--- src/rtl/assert_macros.svh ---
// Assertion macros for the RTL of the warp address core.
// Needs nothing else; checks compile away when SYNTHESIS is defined.
`ifndef ASSERT_MACROS_SVH
`define ASSERT_MACROS_SVH
`ifndef SYNTHESIS
`define ASSERT_IMPLIES(label, clk, rst, cond, expr) \
  label: assert property (@(posedge clk) disable iff (rst) (cond) |-> (expr)) \
    else $error("assertion failed");
`define ASSERT_NEXT(label, clk, rst, cond, expr) \
  label: assert property (@(posedge clk) disable iff (rst) (cond) |=> (expr)) \
    else $error("assertion failed");
`else
`define ASSERT_IMPLIES(label, clk, rst, cond, expr)
`define ASSERT_NEXT(label, clk, rst, cond, expr)
`endif
`endif

--- src/rtl/mpw_pkg.sv ---
// Constants, register indexes and pipeline types of the warp address core.
// Depends on nothing; used by every other file but assert_macros.svh.
`timescale 1ns / 1ps
package mpw_pkg;
  localparam int NUM_VERTICES = 4;
  localparam int COORD_BITS = 12;
  localparam int FRAC_BITS = 20;
  localparam int COEF_W = 32;
  localparam int CFG_W = 64;
  localparam int IDX_W = 3;
  localparam int DIM_W = 13;
  localparam int PROD_W = COEF_W + COORD_BITS + 1;
  localparam int SUM_W = PROD_W + 2;
  localparam int NUM_W = SUM_W + 2;
  localparam int REM_W = NUM_W + COORD_BITS;
  localparam int EDGE_W = 2 * (COORD_BITS + 1);

  localparam logic [IDX_W-1:0] REG_COEF_XX_XY = 3'd0;
  localparam logic [IDX_W-1:0] REG_COEF_XC_YX = 3'd1;
  localparam logic [IDX_W-1:0] REG_COEF_YY_YC = 3'd2;
  localparam logic [IDX_W-1:0] REG_COEF_WX_WY = 3'd3;
  localparam logic [IDX_W-1:0] REG_COEF_WC = 3'd4;
  localparam logic [IDX_W-1:0] REG_VERTEX_01 = 3'd5;
  localparam logic [IDX_W-1:0] REG_VERTEX_23 = 3'd6;
  localparam logic [IDX_W-1:0] REG_IMAGE_SIZE = 3'd7;

  localparam logic [COEF_W-1:0] COEF_ONE = COEF_W'(1) << FRAC_BITS;
  localparam logic [2*DIM_W-1:0] IMAGE_SIZE_RESET = 26'd3932800;

  typedef struct packed {
    logic [8:0][COEF_W-1:0] m;
    logic [NUM_VERTICES-1:0][COORD_BITS-1:0] vx;
    logic [NUM_VERTICES-1:0][COORD_BITS-1:0] vy;
  } cfg_t;

  typedef struct packed {
    logic valid;
    logic keep;
    logic [REM_W-1:0] rem_x;
    logic [REM_W-1:0] rem_y;
    logic [REM_W-1:0] dsh;
    logic [COORD_BITS-1:0] q_x;
    logic [COORD_BITS-1:0] q_y;
  } div_t;
endpackage

--- src/rtl/mpw_div_step.sv ---
// One restoring division step for both coordinate lanes, registered.
// Depends on mpw_pkg.
`timescale 1ns / 1ps
module mpw_div_step (
  input  logic clk,
  input  logic rst,
  input  logic adv,
  input  mpw_pkg::div_t d_in,
  output mpw_pkg::div_t d_out
);
  localparam int RW = mpw_pkg::REM_W;
  localparam int CB = mpw_pkg::COORD_BITS;
  logic ge_x, ge_y;
  logic [RW-1:0] r_x, r_y;

  always_comb begin
    ge_x = d_in.rem_x >= d_in.dsh;
    ge_y = d_in.rem_y >= d_in.dsh;
    r_x = ge_x ? d_in.rem_x - d_in.dsh : d_in.rem_x;
    r_y = ge_y ? d_in.rem_y - d_in.dsh : d_in.rem_y;
  end

  always_ff @(posedge clk) begin
    if (rst) begin
      d_out.valid <= 1'b0;
    end else if (adv) begin
      d_out.valid <= d_in.valid;
    end
    if (adv) begin
      d_out.keep <= d_in.keep;
      d_out.dsh <= d_in.dsh;
      d_out.rem_x <= r_x << 1;
      d_out.rem_y <= r_y << 1;
      d_out.q_x <= {d_in.q_x[CB-2:0], ge_x};
      d_out.q_y <= {d_in.q_y[CB-2:0], ge_y};
    end
  end
endmodule

--- config.mk ---
export PLATFORM = sky130hd
export DESIGN_NAME = mpw_div_step
export DESIGN_NICKNAME = d
export VERILOG_FILES = /design/src/rtl/assert_macros.svh /design/src/rtl/mpw_pkg.sv /design/src/rtl/mpw_div_step.sv
export SDC_FILE = /design/constraint.sdc
export NUM_CORES = 1
export LEC_CHECK = 0
export BUFFER_PORTS_ARGS = -buffer_cell sky130_fd_sc_hd__buf_2
export CORE_ASPECT_RATIO = 2
export CORE_UTILIZATION = 35
export DETAILED_ROUTE_END_ITERATION = 7
export PLACE_DENSITY = 0.59
export RECOVER_POWER = 100
export SETUP_SLACK_MARGIN = 0.05
export SLEW_MARGIN = 20
export SYNTH_ARGS = -nofsm -noshare
export SYNTH_HDL_FRONTEND = slang
export SYNTH_SLANG_ARGS = --single-unit
--- constraint.sdc ---
create_clock -name clk -period 11.11 [get_ports clk]
set_input_delay 2.222 -clock clk [delete_from_list [all_inputs] [get_ports clk]]
set_output_delay 2.222 -clock clk [all_outputs]
set_load 0.005 [all_outputs]
Yosys cells after proc, flatten, opt, wreduce, memory -nomap -nowiden --
Index checks and enable logic that the tools add are counted.
Storage, ports and cells: register bits 207, bits in latches 0, memory bits (writable) 0, memory bits (read-only) 0, input port bits 212, output and inout port bits 209, logic and storage cells 13, memories 0
Operators by class: add/subtract/negate cells 2, multiply operators 0, div/mod/pow operators 0, order comparisons 2, eq/ne operators 0, shift-type cells 0, muxes and demuxes 2, bitwise gates (word level) 0, reductions and logical operators 0
Operator list (count):
- >= comparator 61 bit | 2
- 2-to-1 mux 60 bit | 2
- subtractor 60 bit | 2

Logic depth before layout (Yosys ltp) --
depth after elaboration 2, depth in mapped cells 16, gate-level depth less buffers 13

Least setup slack after synthesis --
Ideal clock, no wire load.
path kind input port to flip-flop, start point input port d_in[35] (netlist bit), end point register d_out[100] (netlist bit) (data pin), setup time 260 ps, data arrival time 5076 ps, data required time 10850 ps, path slack 5774 ps, cell stages on the path 14, buffers on the path 1, cells stage by stage inv_1 > ha_1 > nand2_2 > nor4_2 > o211ai_2 > a2111oi_4 > nor4b_2 > o31a_4 > o21ai_4 > a31oi_4 > o21a_4 > inv_8 > buf_12 > mux2_4
On the way: longest elaborated chain between the ends 2, elaborated cells on any way between the ends 3, classes of those cells add/sub: 1; order compare: 1; mux: 1
RTL lines:
- start, declared | RTL line mpw_div_step.sv:8 | input mpw_pkg::div_t d_in,
- subtractor 60 bit / >= comparator 61 bit (equally long branches) | RTL line mpw_div_step.sv:20, mpw_div_step.sv:18
- 2-to-1 mux 60 bit * | RTL line mpw_div_step.sv:20 | r_y = ge_y ? d_in.rem_y - d_in.dsh : d_in.rem_y;
- via r_y[14] | RTL line mpw_div_step.sv:14 | logic [RW-1:0] r_x, r_y;
- end, declared | RTL line mpw_div_step.sv:9 | output mpw_pkg::div_t d_out
The timed path passes the listed nets; every way through them passes the cells marked *. A chain may end at the register's enable or synchronous reset.

Worst setup path in the final report --
start point input port d_in[25] (netlist bit), end point register d_out[194] (netlist bit) (data pin)
On the way: longest elaborated chain between the ends 2, elaborated cells on any way between the ends 3, classes of those cells add/sub: 1; order compare: 1; mux: 1
RTL lines:
- subtractor 60 bit / >= comparator 61 bit (equally long branches) | RTL line mpw_div_step.sv:19, mpw_div_step.sv:17
- 2-to-1 mux 60 bit * | RTL line mpw_div_step.sv:19 | r_x = ge_x ? d_in.rem_x - d_in.dsh : d_in.rem_x;
- via r_x[47] | RTL line mpw_div_step.sv:14
Marked as above.

==> reports/results.tsv <==
stage	metric	value	unit
placement	hpwl	46570	um
worst_setup_path	required	11.39	ns
clock_network	cts_buffer_depth	3	
die	dieArea	45510	um^2
worst_setup_path	rr_worst_depth	2	
yosys	synth_edf_count	206	
yosys	ys.flop_type	edfxtp_1	
worst_setup_path	critical_path_buf_inv_count	5	
routing	first_pass_iters	7	
worst_setup_path	cp_max_fo	54	
timing	fin_hold_ws	0.5170	ns
yosys	synth_seq_cells	207	
yosys	synthArstFlopShare	0	
timing	skew	0	ns
run_status	violations	max-capacitance violations, max-slew violations	
clock_network	clock-root-buffer	clkbuf_16	
yosys	syn_avg_cell_area	9.864	um^2
routing	wl_per_cell	22.18	um
clock_network	clock_latency	0.53	ns
routing	drtIter0Drc	585	
final_layout	stdcell_count	2547	
power_and_ir_drop	leakage	7.655	nW
timing	setup_tns	0	ns
die	die_x	151.4	um
clock_network	postCtsHoldBufs	0	
routing	vias_per_cell	5.390	
run_status	outcome	finished, violations left	
worst_setup_path	worst-path-stages	15	
worst_setup_path	path_cells	clkbuf_1, inv_1, ha_1, nor2b_1, o21ba_1, o31ai_1, a311oi_1, a2111oi_0, o31ai_1, a21oi_1, o21a_1, clkbuf_1, inv_1, buf_4, mux2_2	
timing	fmax	118.8	MHz
clock_network	numCtsBuffers	23	
yosys	synth_top_area_frac	0.3962	
worst_setup_path	r2r-end	d_out[208]$_SDFFE_PP0P_	
final_layout	fillers	4574	
final_layout	nNetsFinal	2309	
clock_network	post-cts-setup-buffer-count	0	
worst_setup_path	slowest_delay	1.16	ns
worst_setup_path	path_delay_family	buffers and inverters	
routing	ant_nets	0	
final_layout	layout-drive-gt1-share	0.1489	
die	core	44050	um^2
worst_setup_path	cpMaxStageDelayCell	clkbuf_1	
placement	place_inst	2502	
grt	grt_pass1_vias	13840	
routing	drt-total-wl	56500	um
die	start_util	0.3545	
grt	grt_max_degree	80	
final_layout	layout_common_cells	buf_2 (225), edfxtp_1 (206), clkbuf_1 (191), a21oi_1 (173), ha_1 (122)	
worst_setup_path	crit_path_start	d_in[25]	
clock_network	cts_max_level	1	
power_and_ir_drop	vdd.ir_drop.worst	107.9	uV
worst_setup_path	crit_arrival	8.70	ns
timing	period_share	0.7578	
clock_network	cts_resized	0	
timing	final.min_clock_period	8.419	ns
die	row_count	109	
grt	grt_usage	0.2414	
final_layout	top_regs	d_out (207)	
yosys	yosysTopAreaCell	edfxtp_1	
die	fp.dieH	300.7	um
placement	gp_congestion	0.9469	
clock_network	cts_tree	done	
timing	finalHoldViolations	0	
grt	grt_overflow	0	
worst_setup_path	r2r_setup_slack	10.46	ns
worst_setup_path	r2r-start	d_out[208]$_SDFFE_PP0P_	
worst_setup_path	startpoint_type	primary input	
yosys	synth_cell_types	84	
routing	drt_drc_violations_left	0	
yosys	synth_area	15610	um^2
final_layout	largest_register_ffs	207	
routing	vias	13730	
die	io_pins	421	
yosys	postSynthCellCount	1583	
timing	setup_viol	0	
timing	worst_pin_slew	4.665	ns
final_layout	area_delta_synth_final	16.59	%
yosys	synth.area.top_cells	edfxtp_1 (40%), ha_1 (9.8%), a21oi_1 (5.5%)	
grt	antenna_found_initial	9	
placement	numPortBuffers	416	
final_layout	final_common_cell	buf_2	
worst_setup_path	path_class	primary input to flip-flop	
worst_setup_path	cp-end-kind	flip-flop	
clock_network	path_clk_slew	0.06	ns
yosys	ys_seq_area_frac	0.3974	
hold_path	hp-start	d_out[208]$_SDFFE_PP0P_	
timing	maxSlewViolCount	245	
timing	slew_headroom	-2.110	
clock_network	cts_sinks	207	
worst_setup_path	crit_end	d_out[194]$_DFFE_PP_	
final_layout	regMostFlops	d_out	
grt	grt_first_pass_wirelength	80880	um
hold_path	hp-class	flip-flop to flip-flop	
power_and_ir_drop	powerDensity	137.5	nW/um^2
run	cap_violations	4	
yosys	yosysWarnings	0	
timing	rsz0062_at_grt	false	
[layer usage]
metal / vias to the layer above / GRT usage / wire (um)
met4: 8 / 0.1481 / 3606
met5: - / 0 / 45
li1: 6648 / - / -
met2: 493 / 0.4726 / 31140
met3: 134 / 0.03000 / 2855
met1: 6446 / 0.2298 / 18850
[worst min path at each step]
stage,endpoint,slack [ns],depth (start not counted)
6_report,d_out[208]$_SDFFE_PP0P_,0.52,2
5_1_grt,d_out[208]$_SDFFE_PP0P_,0.56,2
4_1_cts,d_out[208]$_SDFFE_PP0P_,0.52,2
3_5_place_dp,d_out[208]$_SDFFE_PP0P_,0.50,2
3_3_place_gp,d_out[208]$_SDFFE_PP0P_,0.47,2
2_1_floorplan,d_out[208]$_SDFFE_PP0P_,0.48,2
[cell usage after synthesis (all sizes together) (12+ instances only)]
library cell	instances
buf	42
o21ai	96
nand2b	13
nor2	118
o211ai	16
a31oi	20
nor2b	17
mux2	53
inv	106
nor3	25
nand3	31
nand4	34
edfxtp	206
a21o	69
and2	14
and3	21
o21bai	28
xnor2	66
nand2	121
xor2	36
ha	122
a21oi	173
o31ai	12
clkbuf	17
o21a	17
[worst reg2reg max path, cell delays in order (launching register included)]
cell and delay (ns):
dfxtp_1 0.34, mux2i_1 0.08, nor2_1 0.17
[logic make-up after synthesis]
logic type,count (synthesis),synth area share
AOI/OAI and AO/OA,498,0.2042
and+or+nand+nor,425,0.1304
DFF,207,0.3974
buffers and inverters,166,0.05633
adders and majority gates,124,0.1003
xor gates and xnor gates,102,0.05721
muxes,60,0.05377
other,1,0.0002402
[per-stage QoR]
| step | cell area [um^2] | setup slack (ns) | power [W] | utilization |
|---|---|---|---|---|
| floorplan | 15620 | 5.774 | 0.001531 | - |
| global placement | 17980 | 3.676 | 0.001823 | 0.4082 |
| detailed placement | 17980 | 3.628 | 0.001830 | 0.4082 |
| CTS | 18680 | 4.176 | 0.002580 | 0.4241 |
| global route | 18210 | 2.077 | 0.002634 | 0.4133 |
| finish | 18210 | 2.691 | 0.002504 | 0.4133 |
[area by class of cell]
type	instances	area, um^2	share of cell area
Antenna cell	4	10.01	0.0005498
Tap cell	555	694.4	0.03814
Multi-Input combinational cell	1211	8299	0.4559
Sequential cell	207	6206	0.3409
Clock buffer	26	586.8	0.03223
Inverter	106	405.4	0.02227
Timing Repair Buffer	424	1889	0.1038
Clock inverter	14	113.9	0.006254
[power breakdown]
group | internal, W | leakage, nW | switching, W
logic | 0.000295 | 5.29 | 0.000468
registers | 0.000979 | 2.03 | 0.0000258
clock network | 0.000406 | 0.337 | 0.000331
total | 0.00168 | 7.66 | 0.000824
Note: power is estimated with default switching activity, not from simulation.
